==> src/rtl/core/vrhd_fifo.sv <==
// Small register queue used between the front and back parts and at the result side.
module vrhd_fifo #(
  parameter type word_t = logic,
  parameter int DEPTH = 2
) (
  input  logic  clk,
  input  logic  rst,
  input  logic  push,
  input  word_t wdata,
  output logic  full,
  input  logic  pop,
  output word_t rdata,
  output logic  empty
);

  localparam int PTR_W = (DEPTH > 1) ? $clog2(DEPTH) : 1;
  localparam int CNT_W = $clog2(DEPTH + 1);

  word_t entries [DEPTH];
  logic [PTR_W-1:0] wr_ptr;
  logic [PTR_W-1:0] rd_ptr;
  logic [CNT_W-1:0] count;
  logic do_push;
  logic do_pop;

  assign full = (count == CNT_W'(DEPTH));
  assign empty = (count == '0);
  assign do_push = push && !full;
  assign do_pop = pop && !empty;
  assign rdata = entries[rd_ptr];

  always_ff @(posedge clk) begin
    if (rst) begin
      wr_ptr <= '0;
      rd_ptr <= '0;
      count <= '0;
    end else begin
      if (do_push) begin
        wr_ptr <= (wr_ptr == PTR_W'(DEPTH - 1)) ? '0 : wr_ptr + 1'b1;
      end
      if (do_pop) begin
        rd_ptr <= (rd_ptr == PTR_W'(DEPTH - 1)) ? '0 : rd_ptr + 1'b1;
      end
      if (do_push && !do_pop) begin
        count <= count + 1'b1;
      end else if (do_pop && !do_push) begin
        count <= count - 1'b1;
      end
    end
  end

  always_ff @(posedge clk) begin
    if (do_push) begin
      entries[wr_ptr] <= wdata;
    end
  end

endmodule

==> config.mk <==
export PLATFORM = sky130hd
export DESIGN_NAME = vrhd_fifo
export DESIGN_NICKNAME = d
export VERILOG_FILES = /design/src/rtl/core/vrhd_fifo.sv
export SDC_FILE = /design/constraint.sdc
export NUM_CORES = 1
export LEC_CHECK = 0
export BUFFER_PORTS_ARGS = -buffer_cell sky130_fd_sc_hd__buf_2
export CAP_MARGIN = 5
export CORE_AREA = 2 2 39 41
export CTS_CLUSTER_DIAMETER = 150
export DETAILED_ROUTE_END_ITERATION = 10
export DIE_AREA = 0 0 41 43
export GPL_ROUTABILITY_DRIVEN = 0
export SLEW_MARGIN = 20
export SYNTH_ARGS = -nofsm -noshare
export SYNTH_HDL_FRONTEND = slang
export SYNTH_SLANG_ARGS = --single-unit
==> constraint.sdc <==
create_clock -name clk -period 3.9 [get_ports clk]
set_input_delay 0.78 -clock clk [delete_from_list [all_inputs] [get_ports clk]]
set_output_delay 0.78 -clock clk [all_outputs]
set_load 0.005 [all_outputs]
==> out/qor.yml, run 1 <==
power_and_ir_drop:
  power_density_nw_per_um2: 719
  leakagePower_nw: 0.166
  combinationalPowerShare_pct: 33.6
  power_frac_seq_pct: 42.5
  vdd_drop_max_uv: 308
  p_sw_w: 0.0000840
  pwr-share-clk_pct: 24.0
  internal_power_w: 0.000182
  switching_share_pct: 31.5
clocking:
  hold_buffers: 0
  cts_max_path_buffers: 2
  cts_root_buf: "clkbuf_4"
  cts_resized: 0
  tritoncts: "done"
  htreeDepth: 1
  cts_buffers: 3
  cts.clk_slew.worst_paths_ps: 50
  postCtsSetupBuffers: 0
  clock-sinks: 7
  clkLatencyLatePin_ps: 250
timing:
  maxSlewHeadroom_pct: 80.2
  rsz0062_at_grt: "false"
  skew_ps: 2.35
  slew_violations: 0
  setup_viol: 0
  final.period_utilization_pct: 45.7
  fin_crit_ps: 1780
  max_freq_mhz: 561
  final_hold_viol_count: 0
  setup_tns_ps: 0
  worstMarginPinSlew_ps: 294
grt:
  use_met3_pct: 6.28
  grt-ovfl-total: 0
  grt_busiest_layer: "met2"
  grt_pass1_wl_um: 779
  antenna_found_initial: 0
  grt_pass1_vias: 209
  grtUsageTotal_pct: 6.97
  grt_max_degree: 6
  grtUsageMet2_pct: 10.0
  use_met1_pct: 7.21
floorplan:
  die_area_um2: 1760
  coreArea_um2: 1380
  rows: 14
  io_pins: 8
  start_util_pct: 20.9
  dieWidth_um: 41
  die_y_um: 43
placement:
  numPortBuffers: 7
  placed_area_um2: 344
  dp_hpwl_um: 325
critical_path:
  crit_required_ps: 3120
  critPathMaxFanout: 1
  max_stage_delay_ps: 320
  startpoint_type: "flip-flop"
  critPathKind: "flip-flop to output port"
  crit_family: "multiplexers"
  critical-path-slowest-cell: "mux2_2"
  worst_setup_path_end_kind: "output port"
  critPathBufInv: 1
  crit_path_cell_trace: "mux2_2 -> buf_2"
  worstPathArrival_ps: 1000
routing:
  vias: 221
  routed_wl_um: 461
  wl_per_cell_um: 8.38
  vias_per_cell: 4.02
  ant_nets: 0
  drt_iter0_markers: 6
  first_pass_iters: 3
  drc: 0
synth:
  synthArstFlopShare_pct: 0
  synth_commonest_cells: "5 x dfxtp_1, 5 x nor2_1, 3 x o21ai_0, 3 x xor2_1"
  synth_nets: 34
  syn_area_um2: 289
  yosys_warnings: 0
  synth-edff-count: 2
  synthTopCellsByArea: "dfxtp_1 35%, edfxtp_1 21%, xor2_1 9.1%, nor2_1 6.5%, o21ai_0 5.2%"
  synthDistinctLibCells: 12
  post-synth-top-area-cell: "dfxtp_1"
  synthCells: 28
  synth_seq_cells: 7
  avgSynthCellArea_um2: 10.3
  synth-seq-area-share_pct: 55.4
  ys.flop_type: "dfxtp_1"
  yosys.area.top_type_share_pct: 34.6
job:
  maxCapViolations: 0
hold_path:
  hp-class: "flip-flop to flip-flop"
final_layout:
  diodes: 0
  layout.nets: 46
  postLayoutCellArea_um2: 370
  area_growth_pct: 28.1
  drive_above_1_share_pct: 30.8
  final_util_pct: 26.8
status:
  status: "complete, no violations"
layer usage:
layer  share of wire [%]  vias to the layer above
met5                   0                        -
met4                   0                        0
met3                  10                        0
met2                  44                        8
met1                  46                       98
li1                    -                      115
power groups by stage:
stage | combinational, W | clock, W | sequential (W)
final | 0.0000895 | 0.0000638 | 0.000113
after global routing | 0.000102 | 0.0000716 | 0.000116
after CTS | 0.0000900 | 0.0000664 | 0.000113
after detailed placement | 0.0000880 | 0 | 0.000114
after global placement | 0.0000868 | 0 | 0.000114
after floorplan | 0.0000650 | 0 | 0.000111
placed cells by master (no fill, tap or decap):
cell and count:
nor2b_2 1, mux2_2 1, inv_1 2, and2_1 1, clkbuf_1 1, clkbuf_4 3, edfxtp_1 2, o21ai_0 3
xor2_1 3, dfxtp_1 5, buf_2 7, a21oi_1 2, ha_1 1, or3_1 2, nor2_1 5
worst reg2reg max path, delay by kind of cell, from the launching register on:
kind / cells / cell delay, ps
compound gates: 1 / 140
fa+ha+maj: 1 / 320
flops: 1 / 360
simple gates: 3 / 660
cells by family (layout without fill, tap and decap cells):
logic type	count (synthesis)	count (layout)	share of synthesized area (%)
simple gates	9	9	16.0
flops	7	7	55.4
compound gates	5	5	8.66
xor+xnor	3	3	9.09
buf+inv	2	13	2.60
fa+ha+maj	1	1	4.33
mux	1	1	3.90
final cells by class:
cell class              count  area [um2]
inverters                   2        7.51
flip-flops and latches      7         160
fillers                   148        1010
multi-input cells          19         121
clock buffers               4        26.3
well taps                  16        20.0
repair buffers              7        35.0
metrics by stage:
step                total power [W]  worst slack, ps  hold WS (ps)  instances
floorplan                  0.000176             2140           452         28
global placement           0.000201             2010           468         51
detailed placement         0.000202             1990           487         51
CTS                        0.000270             2100           493         55
global route               0.000290             2060           526         55
finish                     0.000266             2120           490         55
worst paths after layout:
kind / from / endpoint / slack, ps / depth (start not counted)
worst min register to register: wr_ptr$_SDFFE_PP0N_ / wr_ptr$_SDFFE_PP0N_ / 490 / 2
worst max register to register: count[1]$_SDFFE_PP0P_ / count[1]$_SDFFE_PP0P_ / 2350 / 5
worst min-delay path: wr_ptr$_SDFFE_PP0N_ / wr_ptr$_SDFFE_PP0N_ / 490 / 2
worst max-delay path: flip-flop / rdata / 2120 / 2
Note: power is estimated with default switching activity, not from simulation.
==> run 2, diff against run 1 <==
ABC_AREA = 1   (was unset)
clock period = 1.7 ns   (was 3.9 ns; I/O delays follow)
==> out/qor.yml, run 2 <==
grt:
  grt_pass1_vias: 244  # +17%
  grtUsageTotal_pct: 8.24  # +1.3 points
  grt_max_degree: 7  # +1
  grt-ovfl-total: 0  # unchanged
  grt_pass1_wl_um: 910  # +17%
  antenna_found_initial: 0  # unchanged
power_and_ir_drop:
  vdd_drop_max_uv: 600  # +95%
  power_density_nw_per_um2: 1610  # +120%
  leakagePower_nw: 0.192  # +15%
  total_power_w: 0.000652  # +140%
final_layout:
  layout.nets: 58  # +26%
  area_growth_pct: 25.1
  mostFrequentLayoutCell: "nor2_1"
  mostFrequentLayoutCells: "9 x nor2_1, 7 x buf_2, 6 x inv_1"
  final_util_pct: 29.3  # +2.5 points
  multiInputGateArea_um2: 130  # +7.2%
  drive_above_1_share_pct: 33.3  # +2.6 points
  diodes: 0  # unchanged
  fill_cells: 163  # +10%
  regArea_um2: 160  # unchanged
floorplan:
  io_pins: 8  # unchanged
  die_area_um2: 1760  # unchanged
  rows: 14  # unchanged
  die_y_um: 43  # unchanged
  dieWidth_um: 41  # unchanged
  coreArea_um2: 1380  # unchanged
  start_util_pct: 23.4  # +2.5 points
timing:
  skew_ps: 3.96  # +1.61 ps
  final_hold_viol_count: 0  # unchanged
  max_freq_mhz: 722
  setup_viol: 0  # unchanged
  final.period_utilization_pct: 81.4
  hold_ws_ps: 287  # -203 ps
  maxSlewHeadroom_pct: 83.9  # +3.8 points
  setup_tns_ps: 0  # unchanged
  fin_crit_ps: 1380
  slew_violations: 0  # unchanged
  rsz0062_at_grt: "false"
  worstMarginPinSlew_ps: 240  # -53.6 ps
critical_path:
  critPathKind: "flip-flop to flip-flop"
  max_stage_delay_ps: 400  # +80 ps
  crit_path_cell_trace: "inv_2 -> o21ai_2 -> inv_2 -> ha_1 -> inv_1 -> nand3_1 -> nand2_1 -> inv_1 -> nor2_1"
  critical-path-slowest-cell: "dfxtp_1"
  startpoint_type: "flip-flop"
  worstPathArrival_ps: 1570  # +570 ps
  crit_required_ps: 1890  # -1230 ps
  worst_setup_path_end_kind: "flip-flop"
  critPathMaxFanout: 4  # +3
synth:
  synth_commonest_cells: "9 x nor2_1, 6 x inv_1, 5 x dfxtp_1"
  synthTopCellsByArea: "dfxtp_1 31%, edfxtp_1 19%, nor2_1 10%, inv_1 6.9%, o21ai_2 5.4%"
  yosys_warnings: 0  # unchanged
  synthArstFlopShare_pct: 0  # unchanged
  avgSynthCellArea_um2: 8.10  # -22%
  synth.most_common_cell: "nor2_1"
  post-synth-top-area-cell: "dfxtp_1"
  synth_nets: 46  # +35%
  synth-edff-count: 2  # unchanged
  synth_seq_cells: 7  # unchanged
  ys.flop_type: "dfxtp_1"
  synthCells: 40  # +43%
  syn_area_um2: 324  # +12%
  synthDistinctLibCells: 16  # +4
  yosys.area.top_type_share_pct: 30.9  # -3.7 points
  synth-seq-area-share_pct: 49.4  # -6.0 points
job:
  maxCapViolations: 0  # unchanged
hold_path:
  hp-class: "input pin to flip-flop"
status:
  status: "complete, no violations"
clocking:
  cts.clk_slew.worst_paths_ps: 50  # about the same
  postCtsSetupBuffers: 0  # unchanged
  hold_buffers: 0  # unchanged
  htreeDepth: 1  # unchanged
  clock-sinks: 7  # unchanged
  tritoncts: "done"
  cts_max_path_buffers: 2  # unchanged
  cts_buffers: 3  # unchanged
  cts_root_buf: "clkbuf_4"
  cts_resized: 0  # unchanged
  clkLatencyLatePin_ps: 250  # about the same
placement:
  numPortBuffers: 7  # unchanged
  dp_hpwl_um: 421  # +30%
routing:
  drc: 0  # unchanged
  ant_nets: 0  # unchanged
  first_pass_iters: 4  # +1
  routed_wl_um: 530  # +15%
  vias_per_cell: 4.00  # -0.45%
  vias: 268  # +21%
  drt_iter0_markers: 6  # unchanged
  wl_per_cell_um: 7.91  # -5.6%
run 2: kinds of logic after synthesis:
group,count (synthesis),synth area share [%]
simple gates,16,21.2
mux,1,3.47
flops,7,49.4
compound gates,6,11.6
fa+ha+maj,1,3.86
buf+inv,9,10.4
run 2: stage by stage:
step / cells / cell area [um2] / worst slack, ps
3_5_place_dp: 63 / 379 / 316
5_1_grt: 67 / 405 / 154
2_1_floorplan: 40 / 324 / 413
4_1_cts: 67 / 405 / 311
3_3_place_gp: 63 / 379 / 323
6_report: 67 / 405 / 315
run 2: worst max-delay path, delay by kind of cell, from the launching register on:
family | cells | cell delay, ps
and+or+nand+nor | 3 | 210
adders and majority gates | 1 | 300
buffers and inverters | 4 | 230
AOI/OAI and AO/OA | 1 | 190
DFF | 1 | 400
run 2: per-layer routing:
layer / up-vias / routed length (um) / global-route usage (%) / part of all wire, %
met4: 0 / 0 / 2.00 / 0
met2: 7 / 263 / 12.8 / 50
li1: 146 / - / - / -
met3: 0 / 50 / 7.85 / 9.4
met5: - / 0 / 0 / 0
met1: 115 / 216 / 7.42 / 41
run 2: cell type report:
class | instances | area share (%)
tap | 16 | 4.94
inverter | 9 | 8.33
sequential | 7 | 39.5
multi-input combinational | 24 | 32.1
timing repair buffer | 7 | 8.64
clock buffer | 4 | 6.48
run 2: path summary, 6_finish.rpt:
kind	cells after the start	slack (ps)	end	from
max	9	320	count[1]$_SDFFE_PP0P_	count[1]$_SDFFE_PP0P_
min	1	290	entries[0]$_DFFE_PP_	wdata
max reg2reg	9	320	count[1]$_SDFFE_PP0P_	count[1]$_SDFFE_PP0P_
min reg2reg	2	510	wr_ptr$_SDFFE_PP0N_	wr_ptr$_SDFFE_PP0N_
run 2: power by group:
part | switching (W) | internal [W] | leakage, nW
clock network | 0.0000616 | 0.0000896 | 0.0150
logic | 0.000130 | 0.000107 | 0.117
registers | 0.0000433 | 0.000221 | 0.0601
total | 0.000234 | 0.000418 | 0.192
==> run 3, diff against run 2 <==
clock period = 1.2 ns   (was 1.7 ns; I/O delays follow)
==> out/qor.yml, run 3 (same netlist as run 2, synthesis figures left out) <==
status:
  status: "complete, but fails checks"
  violations: "setup timing"
routing:
  ant_nets: 0  # unchanged
  wl_per_cell_um: 9.58  # +21%
  vias_per_cell: 4.23  # +5.8%
  drc: 0  # unchanged
  drt_iter0_markers: 9  # +3
  vias: 309  # +15%
  routed_wl_um: 699  # +32%
  first_pass_iters: 4  # unchanged
clocking:
  cts_buffers: 3  # unchanged
  tritoncts: "done"
  clock-sinks: 7  # unchanged
  cts.clk_slew.worst_paths_ps: 50  # about the same
  clkLatencyLatePin_ps: 250  # about the same
  cts_root_buf: "clkbuf_4"
  htreeDepth: 1  # unchanged
  hold_buffers: 0  # unchanged
  cts_max_path_buffers: 2  # unchanged
floorplan:
  die_y_um: 43  # unchanged
  start_util_pct: 23.4  # unchanged
  dieWidth_um: 41  # unchanged
  die_area_um2: 1760  # unchanged
  coreArea_um2: 1380  # unchanged
  io_pins: 8  # unchanged
  rows: 14  # unchanged
power_and_ir_drop:
  switching_share_pct: 35.4  # -0.50 points
  internal_power_w: 0.000775  # +86%
  power_frac_seq_pct: 33.5  # -7.0 points
  pwr-share-clk_pct: 18.4  # -4.8 points
  power_density_nw_per_um2: 2370  # +47%
  leakagePower_nw: 0.234  # +22%
  p_sw_w: 0.000426  # +82%
  vdd_drop_max_uv: 1210  # +100%
  combinationalPowerShare_pct: 48.2  # +12 points
timing:
  max_freq_mhz: 803
  slew_violations: 0  # unchanged
  setup_ws_ps: -45.1  # -361 ps
  final.period_utilization_pct: 104
  skew_ps: 2.88  # -1.09 ps
  worstMarginPinSlew_ps: 203  # -37.4 ps
  rsz0062_at_grt: "true"
  maxSlewHeadroom_pct: 86.3  # +2.4 points
  final_hold_viol_count: 0  # unchanged
  setup_viol: 2  # +2
  fin_crit_ps: 1250
critical_path:
  crit_path_cell_trace: "mux2_4 -> buf_6"
  critPathBufInv: 1  # -3
  crit_family: "flip-flops"
  critical-path-slowest-cell: "edfxtp_1"
  worstReg2RegStart: "count[1]$_SDFFE_PP0P_"
  critPathMaxFanout: 1  # -3
  critPathLaunch: "entries[0]$_DFFE_PP_"
  crit_required_ps: 960  # -930 ps
  worst_setup_path_end_kind: "output port"
  max_stage_delay_ps: 360  # -40 ps
  critPathKind: "flip-flop to output port"
  rrSetupSlack_ps: -10  # -330 ps
  startpoint_type: "flip-flop"
  worstPathArrival_ps: 1010  # -560 ps
grt:
  grt_pass1_vias: 260  # +6.6%
  antenna_found_initial: 0  # unchanged
  grt_max_degree: 5  # -2
  grt_pass1_wl_um: 1080  # +18%
  grtUsageTotal_pct: 10.1  # +1.8 points
  grt-ovfl-total: 0  # unchanged
placement:
  dp_hpwl_um: 489  # +16%
  placed_area_um2: 428  # +13%
  numPortBuffers: 7  # unchanged
  preCtsSetupSlack_ps: -41.2  # -357 ps
hold_path:
  hp-start: "wdata"
  hp-class: "input pin to flip-flop"
job:
  maxCapViolations: 0  # unchanged
final_layout:
  diodes: 0  # unchanged
  fill_cells: 152  # -6.7%
  postLayoutCellArea_um2: 507  # +25%
  mostFrequentLayoutCell: "nor2_1"
  layout.nets: 64  # +10%
  mostFrequentLayoutCells: "9 x nor2_1, 6 x buf_2, 5 x inv_1"
  drive_above_1_share_pct: 52.6  # +19 points
  area_growth_pct: 56.4
## run 3: cell types whose count changed in the layout (fill, tap and decap cells not counted), moves of 2 or more
cell / before / now
buf_4: 0 / 4
buf_6: 0 / 3
dfxtp_1: 5 / 2
dfxtp_4: 0 / 2
## run 3: per-layer routing
layer	routed length, um	share of wire, %	up-vias	global-route usage (%)
li1	-	-	160	-
met1	280	40	138	9.71
met4	11	1.6	0	6.00
met5	0	0	-	0
met3	49	7.0	2	7.85
met2	358	51	9	14.4
## run 3: power groups by stage
stage / clock network (W) / logic (W) / registers [W]
after floorplan: 0 / 0.000315 / 0.000376
after CTS: 0.000227 / 0.000549 / 0.000394
after global placement: 0 / 0.000457 / 0.000377
after global routing: 0.000249 / 0.000646 / 0.000416
after detailed placement: 0 / 0.000475 / 0.000381
final: 0.000220 / 0.000579 / 0.000402
## run 3: final timing paths
kind                           end  cells past startpoint
min           entries[1]$_DFFE_PP_                      1
max                          rdata                      2
min reg2reg    wr_ptr$_SDFFE_PP0N_                      2
max reg2reg  count[1]$_SDFFE_PP0P_                      9
## run 3: per-stage QoR
step	cells	setup TNS, ps	total power [W]	utilization, %	hold slack (ps)
finish	73	-55.0	0.00120	36.6	184
global route	73	-264	0.00131	36.6	174
CTS	72	-93.9	0.00117	35.4	179
detailed placement	66	-41.7	0.000856	30.9	442
global placement	66	-20.8	0.000834	30.9	433
floorplan	40	0	0.000691	-	339
## run 3: what timing repair did
action,CTS,global route
setup buffers,2,1
gates resized for setup,7,3
endpoints found under the setup margin,5,5
cloned,0,0
hold endpoints to repair,0,0
pin swaps,1,4
## run 3: layout make-up
class                      count  area [um2]  share of cell area (%)
clock buffer                   4        26.3                    5.19
inverter                       9        36.3                    7.16
multi-input combinational     24         161                    31.9
sequential                     7         169                    33.3
tap                           16        20.0                    3.95
timing repair buffer          13        93.8                    18.5
## run 3: worst reg2reg max path: stages (launching register included)
cell     delay (ps)
dfxtp_4         370
inv_4            40
o21ai_4         130
inv_2            60
ha_4            270
inv_2            40
nand3_2          60
nand2_2          50
inv_1            50
nor2_1           30
